**src/rtl/core/timed_actuator_pulse_controller_unit_assert.svh**
```systemverilog
// assertion macros for the timed actuator pulse controller
// expects clk_i and rst_ni in the scope where a macro is used
`ifndef TIMED_ACTUATOR_PULSE_CONTROLLER_UNIT_ASSERT_SVH
`define TIMED_ACTUATOR_PULSE_CONTROLLER_UNIT_ASSERT_SVH

// checked only while out of reset
`define TAPC_ASSERT(lbl, prop) \
  lbl: assert property (@(posedge clk_i) disable iff (!rst_ni) prop) \
    else $error("tapc assertion failed");

// checked on every edge, reset included
`define TAPC_ASSERT_ALWAYS(lbl, prop) \
  lbl: assert property (@(posedge clk_i) prop) \
    else $error("tapc assertion failed");

`endif

```
**src/rtl/core/tapc_pkg.sv**
```systemverilog
// shared widths, reset values and register indexes of the pulse controller
// no dependencies
`default_nettype none

package tapc_pkg;

  localparam int unsigned CODE_W     = 6;
  localparam int unsigned TICK_W     = 8;
  localparam int unsigned SIREN_W    = 10;
  localparam int unsigned ANGLE_W    = 8;
  localparam int unsigned CFG_IDX_W  = 3;
  localparam int unsigned CFG_DATA_W = 10;

  // command code bits
  localparam int unsigned BIT_LIGHT_ON  = 0;
  localparam int unsigned BIT_LIGHT_OFF = 1;
  localparam int unsigned BIT_DOOR      = 2;
  localparam int unsigned BIT_FEED      = 3;
  localparam int unsigned BIT_SIREN     = 4;

  // register reset values
  localparam logic [TICK_W-1:0]  RST_PULSE_TICKS = 8'd100;
  localparam logic [TICK_W-1:0]  RST_BLINK_TICKS = 8'd10;
  localparam logic [SIREN_W-1:0] RST_SIREN_TICKS = 10'd500;
  localparam logic [ANGLE_W-1:0] RST_FEED_ACTIVE = 8'd180;
  localparam logic [ANGLE_W-1:0] RST_FEED_REST   = 8'd70;
  localparam logic [ANGLE_W-1:0] RST_DOOR_ACTIVE = 8'd180;
  localparam logic [ANGLE_W-1:0] RST_DOOR_REST   = 8'd60;

  // servo positions after reset
  localparam logic [ANGLE_W-1:0] RST_FEED_POS = 8'd60;
  localparam logic [ANGLE_W-1:0] RST_DOOR_POS = 8'd70;

  typedef enum logic [CFG_IDX_W-1:0] {
    CFG_PULSE_TICKS = 3'd0,
    CFG_BLINK_TICKS = 3'd1,
    CFG_SIREN_TICKS = 3'd2,
    CFG_FEED_ACTIVE = 3'd3,
    CFG_FEED_REST   = 3'd4,
    CFG_DOOR_ACTIVE = 3'd5,
    CFG_DOOR_REST   = 3'd6
  } cfg_idx_e;

endpackage

`default_nettype wire

```
**src/rtl/core/tapc_in_if.sv**
```systemverilog
// input channel of the pulse controller: one tick with an optional command
// depends on tapc_pkg
`default_nettype none

interface tapc_in_if;
  import tapc_pkg::*;

  logic              valid;
  logic              ready;
  logic              cmd_valid;
  logic [CODE_W-1:0] cmd_code;

  modport source (output valid, output cmd_valid, output cmd_code, input ready);
  modport sink   (input valid, input cmd_valid, input cmd_code, output ready);
endinterface

`default_nettype wire

```
**src/rtl/core/tapc_out_if.sv**
```systemverilog
// output channel of the pulse controller: actuator levels after each tick
// depends on tapc_pkg
`default_nettype none

interface tapc_out_if;
  import tapc_pkg::*;

  logic               valid;
  logic               ready;
  logic               light_level;
  logic               siren_lamp;
  logic [ANGLE_W-1:0] feed_angle;
  logic [ANGLE_W-1:0] door_angle;
  logic               feed_busy;
  logic               door_busy;
  logic               siren_busy;

  modport source (
    output valid, output light_level, output siren_lamp, output feed_angle,
    output door_angle, output feed_busy, output door_busy, output siren_busy,
    input ready
  );
  modport sink (
    input valid, input light_level, input siren_lamp, input feed_angle,
    input door_angle, input feed_busy, input door_busy, input siren_busy,
    output ready
  );
endinterface

`default_nettype wire

```
**src/rtl/core/timed_actuator_pulse_controller_unit.sv**
```systemverilog
// timed actuator pulse controller: light, feeder and door pulses, siren lamp
// depends on tapc_pkg, tapc_in_if, tapc_out_if and the assertion header
`default_nettype none

`include "timed_actuator_pulse_controller_unit_assert.svh"

// usage
// - in_i carries one timer tick per item, with cmd_valid/cmd_code; every item
//   gives exactly one item on out_o, holding the actuator state after the tick
// - configuration: cfg_we_i writes cfg_data_i into register cfg_idx_i
//   (pulse_ticks, blink_ticks, siren_ticks, then the four servo angles);
//   write only while no tick is in flight
// - path: the input register, then the state update into the result register
// - throughput: one tick per clock while out_o takes results; the limit is the single
//   state update that each tick needs against the state left by the one before
// - the input register takes a new tick while the result register still holds
//   an untaken result, so the two sides are decoupled by one item
// - receiver stall: the result holds, the input register fills, then in_i
//   drops ready until out_o is drained; no item is lost
// - reset (rst_ni low, async): light and siren lamp on, feeder at 60 and door
//   at 70 degrees, all pulses idle, registers back to their defaults
module timed_actuator_pulse_controller_unit (
  input  wire logic                             clk_i,
  input  wire logic                             rst_ni,
  tapc_in_if.sink                               in_i,
  tapc_out_if.source                            out_o,
  input  wire logic                             cfg_we_i,
  input  wire logic [tapc_pkg::CFG_IDX_W-1:0]   cfg_idx_i,
  input  wire logic [tapc_pkg::CFG_DATA_W-1:0]  cfg_data_i
);
  import tapc_pkg::*;

  // configuration registers
  logic [TICK_W-1:0]  pulse_ticks_q, blink_ticks_q;
  logic [SIREN_W-1:0] siren_ticks_q;
  logic [ANGLE_W-1:0] feed_act_q, feed_rest_q, door_act_q, door_rest_q;

  // input register
  logic              s1_valid_q;
  logic              s1_cmd_valid_q;
  logic [CODE_W-1:0] s1_code_q;

  // controller state
  logic               feed_active_q, feed_active_d;
  logic [TICK_W-1:0]  feed_count_q, feed_count_d;
  logic               door_active_q, door_active_d;
  logic [TICK_W-1:0]  door_count_q, door_count_d;
  logic               siren_active_q, siren_active_d;
  logic [SIREN_W-1:0] siren_count_q, siren_count_d;
  logic [TICK_W-1:0]  blink_phase_q, blink_phase_d;
  logic               toggle_q, toggle_d;
  logic               light_q, light_d;
  logic               lamp_q, lamp_d;
  logic [ANGLE_W-1:0] feed_pos_q, feed_pos_d;
  logic [ANGLE_W-1:0] door_pos_q, door_pos_d;

  // result register
  logic               out_valid_q;
  logic               r_light_q, r_lamp_q, r_feed_busy_q, r_door_busy_q, r_siren_busy_q;
  logic [ANGLE_W-1:0] r_feed_angle_q, r_door_angle_q;

  // handshake
  logic out_free, s1_fire, in_fire;

  assign out_free = !out_valid_q || out_o.ready;
  assign s1_fire  = s1_valid_q && out_free;
  assign in_i.ready = !s1_valid_q || out_free;
  assign in_fire  = in_i.valid && in_i.ready;

  // configuration writes
  always_ff @(posedge clk_i or negedge rst_ni) begin
    if (!rst_ni) begin
      pulse_ticks_q <= RST_PULSE_TICKS;
      blink_ticks_q <= RST_BLINK_TICKS;
      siren_ticks_q <= RST_SIREN_TICKS;
      feed_act_q    <= RST_FEED_ACTIVE;
      feed_rest_q   <= RST_FEED_REST;
      door_act_q    <= RST_DOOR_ACTIVE;
      door_rest_q   <= RST_DOOR_REST;
    end else if (cfg_we_i) begin
      unique case (cfg_idx_e'(cfg_idx_i))
        CFG_PULSE_TICKS: pulse_ticks_q <= cfg_data_i[TICK_W-1:0];
        CFG_BLINK_TICKS: blink_ticks_q <= cfg_data_i[TICK_W-1:0];
        CFG_SIREN_TICKS: siren_ticks_q <= cfg_data_i[SIREN_W-1:0];
        CFG_FEED_ACTIVE: feed_act_q    <= cfg_data_i[ANGLE_W-1:0];
        CFG_FEED_REST:   feed_rest_q   <= cfg_data_i[ANGLE_W-1:0];
        CFG_DOOR_ACTIVE: door_act_q    <= cfg_data_i[ANGLE_W-1:0];
        CFG_DOOR_REST:   door_rest_q   <= cfg_data_i[ANGLE_W-1:0];
        default: ;  // unused index, write is dropped
      endcase
    end
  end

  // input register
  always_ff @(posedge clk_i or negedge rst_ni) begin
    if (!rst_ni) begin
      s1_valid_q <= 1'b0;
    end else if (in_i.ready) begin
      s1_valid_q <= in_i.valid;
    end
  end

  always_ff @(posedge clk_i) begin
    if (in_fire) begin
      s1_cmd_valid_q <= in_i.cmd_valid;
      s1_code_q      <= in_i.cmd_code;
    end
  end

  // one tick of the controller: commands first, then the timers
  always_comb begin
    logic cmd;
    cmd = s1_cmd_valid_q;

    light_d        = light_q;
    feed_active_d  = feed_active_q;
    feed_count_d   = feed_count_q;
    feed_pos_d     = feed_pos_q;
    door_active_d  = door_active_q;
    door_count_d   = door_count_q;
    door_pos_d     = door_pos_q;
    siren_active_d = siren_active_q;
    siren_count_d  = siren_count_q;
    blink_phase_d  = blink_phase_q;
    toggle_d       = toggle_q;
    lamp_d         = lamp_q;

    // light off wins over light on
    if (cmd && s1_code_q[BIT_LIGHT_ON])  light_d = 1'b1;
    if (cmd && s1_code_q[BIT_LIGHT_OFF]) light_d = 1'b0;
    if (cmd && s1_code_q[BIT_FEED]) begin
      feed_pos_d    = feed_act_q;
      feed_active_d = 1'b1;
    end
    if (cmd && s1_code_q[BIT_DOOR]) begin
      door_pos_d    = door_act_q;
      door_active_d = 1'b1;
    end
    if (cmd && s1_code_q[BIT_SIREN]) siren_active_d = 1'b1;

    // retrigger keeps the running count
    if (feed_active_d) begin
      feed_count_d = feed_count_q + 1'b1;
      if (feed_count_d == pulse_ticks_q) begin
        feed_active_d = 1'b0;
        feed_count_d  = '0;
        feed_pos_d    = feed_rest_q;
      end
    end
    if (door_active_d) begin
      door_count_d = door_count_q + 1'b1;
      if (door_count_d == pulse_ticks_q) begin
        door_active_d = 1'b0;
        door_count_d  = '0;
        door_pos_d    = door_rest_q;
      end
    end

    // siren end takes priority over a lamp toggle on the same tick
    if (siren_active_d) begin
      siren_count_d = siren_count_q + 1'b1;
      blink_phase_d = blink_phase_q + 1'b1;
      if (siren_count_d == siren_ticks_q) begin
        siren_active_d = 1'b0;
        siren_count_d  = '0;
        blink_phase_d  = '0;
      end else if (blink_phase_d == blink_ticks_q) begin
        blink_phase_d = '0;
        toggle_d      = !toggle_q;
        lamp_d        = !toggle_q;
      end
    end
  end

  // state commit, once per tick leaving the input register
  always_ff @(posedge clk_i or negedge rst_ni) begin
    if (!rst_ni) begin
      light_q        <= 1'b1;
      lamp_q         <= 1'b1;
      toggle_q       <= 1'b0;
      feed_active_q  <= 1'b0;
      feed_count_q   <= '0;
      feed_pos_q     <= RST_FEED_POS;
      door_active_q  <= 1'b0;
      door_count_q   <= '0;
      door_pos_q     <= RST_DOOR_POS;
      siren_active_q <= 1'b0;
      siren_count_q  <= '0;
      blink_phase_q  <= '0;
    end else if (s1_fire) begin
      light_q        <= light_d;
      lamp_q         <= lamp_d;
      toggle_q       <= toggle_d;
      feed_active_q  <= feed_active_d;
      feed_count_q   <= feed_count_d;
      feed_pos_q     <= feed_pos_d;
      door_active_q  <= door_active_d;
      door_count_q   <= door_count_d;
      door_pos_q     <= door_pos_d;
      siren_active_q <= siren_active_d;
      siren_count_q  <= siren_count_d;
      blink_phase_q  <= blink_phase_d;
    end
  end

  // result register
  always_ff @(posedge clk_i or negedge rst_ni) begin
    if (!rst_ni) begin
      out_valid_q <= 1'b0;
    end else if (s1_fire) begin
      out_valid_q <= 1'b1;
    end else if (out_o.ready) begin
      out_valid_q <= 1'b0;
    end
  end

  always_ff @(posedge clk_i) begin
    if (s1_fire) begin
      r_light_q      <= light_d;
      r_lamp_q       <= lamp_d;
      r_feed_angle_q <= feed_pos_d;
      r_door_angle_q <= door_pos_d;
      r_feed_busy_q  <= feed_active_d;
      r_door_busy_q  <= door_active_d;
      r_siren_busy_q <= siren_active_d;
    end
  end

  assign out_o.valid       = out_valid_q;
  assign out_o.light_level = r_light_q;
  assign out_o.siren_lamp  = r_lamp_q;
  assign out_o.feed_angle  = r_feed_angle_q;
  assign out_o.door_angle  = r_door_angle_q;
  assign out_o.feed_busy   = r_feed_busy_q;
  assign out_o.door_busy   = r_door_busy_q;
  assign out_o.siren_busy  = r_siren_busy_q;

  // checks
  `TAPC_ASSERT(a_feed_count_idle, (feed_count_q != '0) |-> feed_active_q)
  `TAPC_ASSERT(a_door_count_idle, (door_count_q != '0) |-> door_active_q)
  `TAPC_ASSERT_ALWAYS(a_siren_idle_clear,
    !siren_active_q |-> (siren_count_q == '0 && blink_phase_q == '0))
  `TAPC_ASSERT(a_accept_fills_s1, in_fire |=> s1_valid_q)
  `TAPC_ASSERT(a_state_holds, !s1_fire |=> $stable(siren_count_q) && $stable(light_q))

endmodule

`default_nettype wire

```
**src/flat_wrapper.sv**
```systemverilog
// flat-port wrapper written by rule: the top's interface ports become plain ports
module timed_actuator_pulse_controller_unit_flat import tapc_pkg::*;
  (clk_i, rst_ni, cfg_we_i, cfg_idx_i, cfg_data_i, in_i_valid, in_i_cmd_valid, in_i_cmd_code, in_i_ready, out_o_valid, out_o_light_level, out_o_siren_lamp, out_o_feed_angle, out_o_door_angle, out_o_feed_busy, out_o_door_busy, out_o_siren_busy, out_o_ready);
  tapc_in_if in_i_i ();
  tapc_out_if out_o_i ();
  input  wire logic clk_i;
  input  wire logic rst_ni;
  input  wire logic cfg_we_i;
  input  wire logic [tapc_pkg::CFG_IDX_W-1:0] cfg_idx_i;
  input  wire logic [tapc_pkg::CFG_DATA_W-1:0] cfg_data_i;
  input wire logic [$bits(in_i_i.valid)-1:0] in_i_valid;
  input wire logic [$bits(in_i_i.cmd_valid)-1:0] in_i_cmd_valid;
  input wire logic [$bits(in_i_i.cmd_code)-1:0] in_i_cmd_code;
  output wire logic [$bits(in_i_i.ready)-1:0] in_i_ready;
  output wire logic [$bits(out_o_i.valid)-1:0] out_o_valid;
  output wire logic [$bits(out_o_i.light_level)-1:0] out_o_light_level;
  output wire logic [$bits(out_o_i.siren_lamp)-1:0] out_o_siren_lamp;
  output wire logic [$bits(out_o_i.feed_angle)-1:0] out_o_feed_angle;
  output wire logic [$bits(out_o_i.door_angle)-1:0] out_o_door_angle;
  output wire logic [$bits(out_o_i.feed_busy)-1:0] out_o_feed_busy;
  output wire logic [$bits(out_o_i.door_busy)-1:0] out_o_door_busy;
  output wire logic [$bits(out_o_i.siren_busy)-1:0] out_o_siren_busy;
  input wire logic [$bits(out_o_i.ready)-1:0] out_o_ready;
  assign in_i_i.valid = in_i_valid;
  assign in_i_i.cmd_valid = in_i_cmd_valid;
  assign in_i_i.cmd_code = in_i_cmd_code;
  assign in_i_ready = in_i_i.ready;
  assign out_o_valid = out_o_i.valid;
  assign out_o_light_level = out_o_i.light_level;
  assign out_o_siren_lamp = out_o_i.siren_lamp;
  assign out_o_feed_angle = out_o_i.feed_angle;
  assign out_o_door_angle = out_o_i.door_angle;
  assign out_o_feed_busy = out_o_i.feed_busy;
  assign out_o_door_busy = out_o_i.door_busy;
  assign out_o_siren_busy = out_o_i.siren_busy;
  assign out_o_i.ready = out_o_ready;
  timed_actuator_pulse_controller_unit u_core (.clk_i(clk_i), .rst_ni(rst_ni), .in_i(in_i_i), .out_o(out_o_i), .cfg_we_i(cfg_we_i), .cfg_idx_i(cfg_idx_i), .cfg_data_i(cfg_data_i));
endmodule
```
**config.mk**
```make
export PLATFORM = sky130hd
export DESIGN_NAME = timed_actuator_pulse_controller_unit_flat
export DESIGN_NICKNAME = d
export VERILOG_FILES = /design/src/rtl/core/tapc_pkg.sv /design/src/rtl/core/tapc_in_if.sv /design/src/rtl/core/tapc_out_if.sv /design/src/rtl/core/timed_actuator_pulse_controller_unit.sv /design/src/flat_wrapper.sv
export VERILOG_INCLUDE_DIRS = /design/src /design/src/rtl/core
export SDC_FILE = /design/constraint.sdc
export NUM_CORES = 1
export LEC_CHECK = 0
export BUFFER_PORTS_ARGS = -buffer_cell sky130_fd_sc_hd__buf_2
export CAP_MARGIN = 20
export CORE_ASPECT_RATIO = 0.5
export CORE_MARGIN = 4
export CORE_UTILIZATION = 60
export CTS_BUF_LIST = sky130_fd_sc_hd__clkbuf_4
export DETAILED_ROUTE_END_ITERATION = 8
export PLACE_DENSITY = 0.75
export SYNTH_ARGS = -nofsm -noshare
export SYNTH_HDL_FRONTEND = slang
export SYNTH_SLANG_ARGS = --single-unit
export TNS_END_PERCENT = 50
```
**constraint.sdc**
```tcl
create_clock -name clk_i -period 3.2 [get_ports clk_i]
set_input_delay 0 -clock clk_i [delete_from_list [all_inputs] [get_ports clk_i]]
set_output_delay 0 -clock clk_i [all_outputs]
set_load 0.02 [all_outputs]
```
==> impl_metrics.py <==
metrics = {
    "run_status": {
        "status": "completed",
    },
    "synthesis": {
        "ys_async_sr_fraction": 0.811,
        "synth_top_cell_by_area": "dfrtp_1",
        "syn_area_per_cell_um2": 11.5,
        "ys_ff_latch": 143,
        "ys.flop_type": "dfrtp_1",
        "ys_warn_count": 0,
        "synth_area_um2": 7420,
        "ys_seq_area_frac": 0.506,
        "yosys-top-cells-area": "dfrtp_1 27%, dfstp_2 12%, edfxtp_1 11%, mux2_2 10%, nand2_1 3.1%",
        "synth.top_cell.area_share": 0.273,
        "synth_cells": 648,
        "syn_nets": 677,
        "synthDistinctLibCells": 75,
        "synth_edf_count": 27,
    },
    "global_route": {
        "first_global_vias": 5398,
        "grt_max_degree": 60,
        "track_usage": 0.251,
        "gr-total-overflow": 0,
        "grt_antenna_before_repair": 0,
        "grt_pass1_wl_um": 27700,
    },
    "final_layout": {
        "final_cell_count_no_fill": 899,
        "finish.net_count": 750,
        "fill_cells": 859,
        "syn_to_final_growth_pct": 12.8,
        "drive_gt1_frac": 0.304,
        "diodes": 0,
        "final_cell_area_um2": 8370,
    },
    "route": {
        "firstDrtPassIters": 5,
        "drtIter0Drc": 398,
        "drcViolationCount": 0,
        "vias": 5440,
        "wire_per_inst_um": 18.7,
        "vias_per_cell": 6.05,
        "drt-total-wl_um": 16800,
        "antenna_left": 0,
    },
    "place": {
        "io_buffers": 46,
        "gp_congestion": 0.871,
        "dp_cells": 846,
        "placed_cell_area_um2": 7850,
        "dpl.hpwl_um": 11100,
    },
    "sta": {
        "clock_skew_ns": 0.0228,
        "tightest_slew_ns": 0.813,
        "period_share": 0.899,
        "rsz0062_at_grt": "false",
        "fmax_mhz": 348,
        "slew_headroom": 0.458,
        "slew_violations": 0,
        "setup_tns_ns": 0,
        "hold_ws_ns": 0.0323,
        "hold_violations": 0,
        "period_minus_slack_ns": 2.88,
        "setup_viol": 0,
    },
    "worst_hold_path": {
        "hp-class": "in -> reg",
    },
    "power": {
        "p_total_mw": 5.96,
        "seq_power_share": 0.481,
        "power_per_cell_area_nw_per_um2": 712,
        "p_clk_frac": 0.219,
        "p_leak_nw": 3.43,
        "p_sw_mw": 2.01,
        "swShare": 0.337,
        "ir_worst_vdd_mv": 0.355,
        "p_int_mw": 3.95,
        "comb_power_share": 0.300,
    },
    "clock_network": {
        "cts_buffers": 17,
        "cts.sinks": 143,
        "htreeDepth": 4,
        "insertion_delay_ns": 0.55,
        "cts_root_buf": "clkbuf_4",
        "cts_tree": "yes",
        "clkSlewWorstSetupHoldPaths_ns": 0.12,
        "max-clock-path-buffers": 2,
    },
    "run": {
        "max_cap_viol_count": 0,
    },
    "setup_path": {
        "path_delay_family": "compound AO/OA/AOI/OAI gates",
        "crit_chain": "nand4_2 -> or3_4 -> a2111oi_4 -> o2111ai_4 -> a21oi_4 -> a2bb2oi_1",
        "critPathCaptureType": "flop",
        "crit_buf_inv": 0,
        "critPathRequiredTime_ns": 3.65,
        "crit_type": "reg -> reg",
        "startpoint_type": "flop",
        "slowest_delay_ns": 0.53,
        "critPathMaxFanout": 17,
        "cp.arrival_ns": 3.33,
        "critPathSlowestCell": "dfrtp_1",
    },
    "die": {
        "die_area_um2": 14300,
        "dieWidth_um": 165,
        "io_pins": 48,
        "design.core.area_um2": 11900,
        "initial_core_util": 0.621,
        "core.rowCount": 28,
        "die_h_um": 86.7,
    },
}
## registers in the layout, indices dropped and copies added, names as in the netlist, 8 cells and up
signal,cells
u_core.door_rest_q,8
u_core.door_count_q,8
u_core.blink_phase_q,8
u_core.door_act_q,8
u_core.feed_rest_q,8
u_core.pulse_ticks_q,8
u_core.siren_ticks_q,10
u_core.blink_ticks_q,8
u_core.door_pos_q,8
u_core.out_o.door_angle,8
u_core.feed_count_q,8
u_core.feed_pos_q,8
u_core.siren_count_q,10
u_core.out_o.feed_angle,8
u_core.feed_act_q,8
## worst min-delay path, cell delays in order
cell	delay, ns
buf_2	0.13
nor3_1	0.06
buf_4	0.17
o21ai_0	0.17
## repair_timing
action	4_1_cts	5_1_grt
resized for setup	0	0
hold endpoints to repair	130	0
buffers inserted	0	0
hold buffers	21	0
## logic make-up after synthesis
group | share of synthesized area
buffers and inverters | 0.0258
AOI/OAI and AO/OA | 0.127
xor gates and xnor gates | 0.0514
and+or+nand+nor | 0.165
DFF | 0.506
muxes | 0.118
adders and majority gates | 0.00674
## power groups by stage
| stage | logic [mW] | registers, mW | clock network (mW) |
|---|---|---|---|
| after floorplan | 1.43 | 2.77 | 0 |
| after global placement | 1.69 | 2.86 | 0 |
| after detailed placement | 1.77 | 2.88 | 0 |
| after CTS | 1.79 | 2.86 | 1.33 |
| after global routing | 1.98 | 2.93 | 1.42 |
| final | 1.79 | 2.87 | 1.31 |
## Yosys cell counts, drive strengths merged (5+ instances only)
| cell | number |
|---|---|
| o221a | 9 |
| xor2 | 15 |
| nor2 | 22 |
| a21o | 6 |
| o311a | 8 |
| or3 | 30 |
| dfstp | 35 |
| xnor2 | 26 |
| buf | 16 |
| and2 | 5 |
| nand3 | 20 |
| a2bb2oi | 9 |
| edfxtp | 27 |
| a221o | 7 |
| a21oi | 13 |
| inv | 9 |
| nand2 | 61 |
| nand4 | 9 |
| nor2b | 7 |
| clkbuf | 14 |
| mux2 | 68 |
| o21ai | 28 |
| mux2i | 10 |
| dfrtp | 81 |
| nand2b | 14 |
| a22o | 10 |
| nor3 | 26 |
| and3 | 7 |
## metrics by stage
stage	utilization	setup WS, ns
floorplan	-	0.752
global placement	0.657	0.567
detailed placement	0.657	0.405
CTS	0.701	0.318
global route	0.701	0.184
finish	0.701	0.325
## layout by cell type (no fill, tap or decap), types with 8 or more instances in the layout
cell type and n:
buf_4 17, clkbuf_4 20, a22o_1 10, mux2_2 66, nor3_1 25, o21ai_0 20
xnor2_1 26, inv_1 9, a21oi_1 12, dfrtp_1 81, nor2_1 22, edfxtp_1 27
o221a_2 9, mux2i_1 10, o311a_1 8, xor2_1 15, nand2b_1 14, nand3_1 20
dlygate4sd3_1 21, dfstp_2 35, buf_2 45, a2bb2oi_1 9, nand2_1 61, or3_1 29
## cell type report
type                    instances  area [um^2]  share of cell area
multi-input cells             466         3470               0.415
inverters                       9         33.8             0.00403
clock inverters                12          169              0.0202
well taps                     165          206              0.0247
clock buffers                  20          150              0.0179
flip-flops and latches        143         3760               0.449
repair buffers                 84          583              0.0696
## worst paths after layout
kind	from	end	slack, ns	cells after the start
min reg2reg	u_core.toggle_q	u_core.lamp_q	0.48	1
max reg2reg	u_core.feed_count_q[2]	u_core.feed_pos_q[2]	0.32	6
max in group asynchronous	rst_ni	u_core.feed_act_q[4]	2.30	3
max	u_core.feed_count_q[2]	u_core.feed_pos_q[2]	0.32	6
min	cfg_idx_i[0]	u_core.pulse_ticks_q[2]	0.03	4
min in group asynchronous	rst_ni	u_core.door_pos_q[5]	0.06	2
## per-layer routing
metal,track usage,share of wire
met5,0,0
met2,0.406,0.48
met1,0.339,0.45
met4,0.0898,0.020
met3,0.0523,0.052
(Power assumes the default switching activity.)
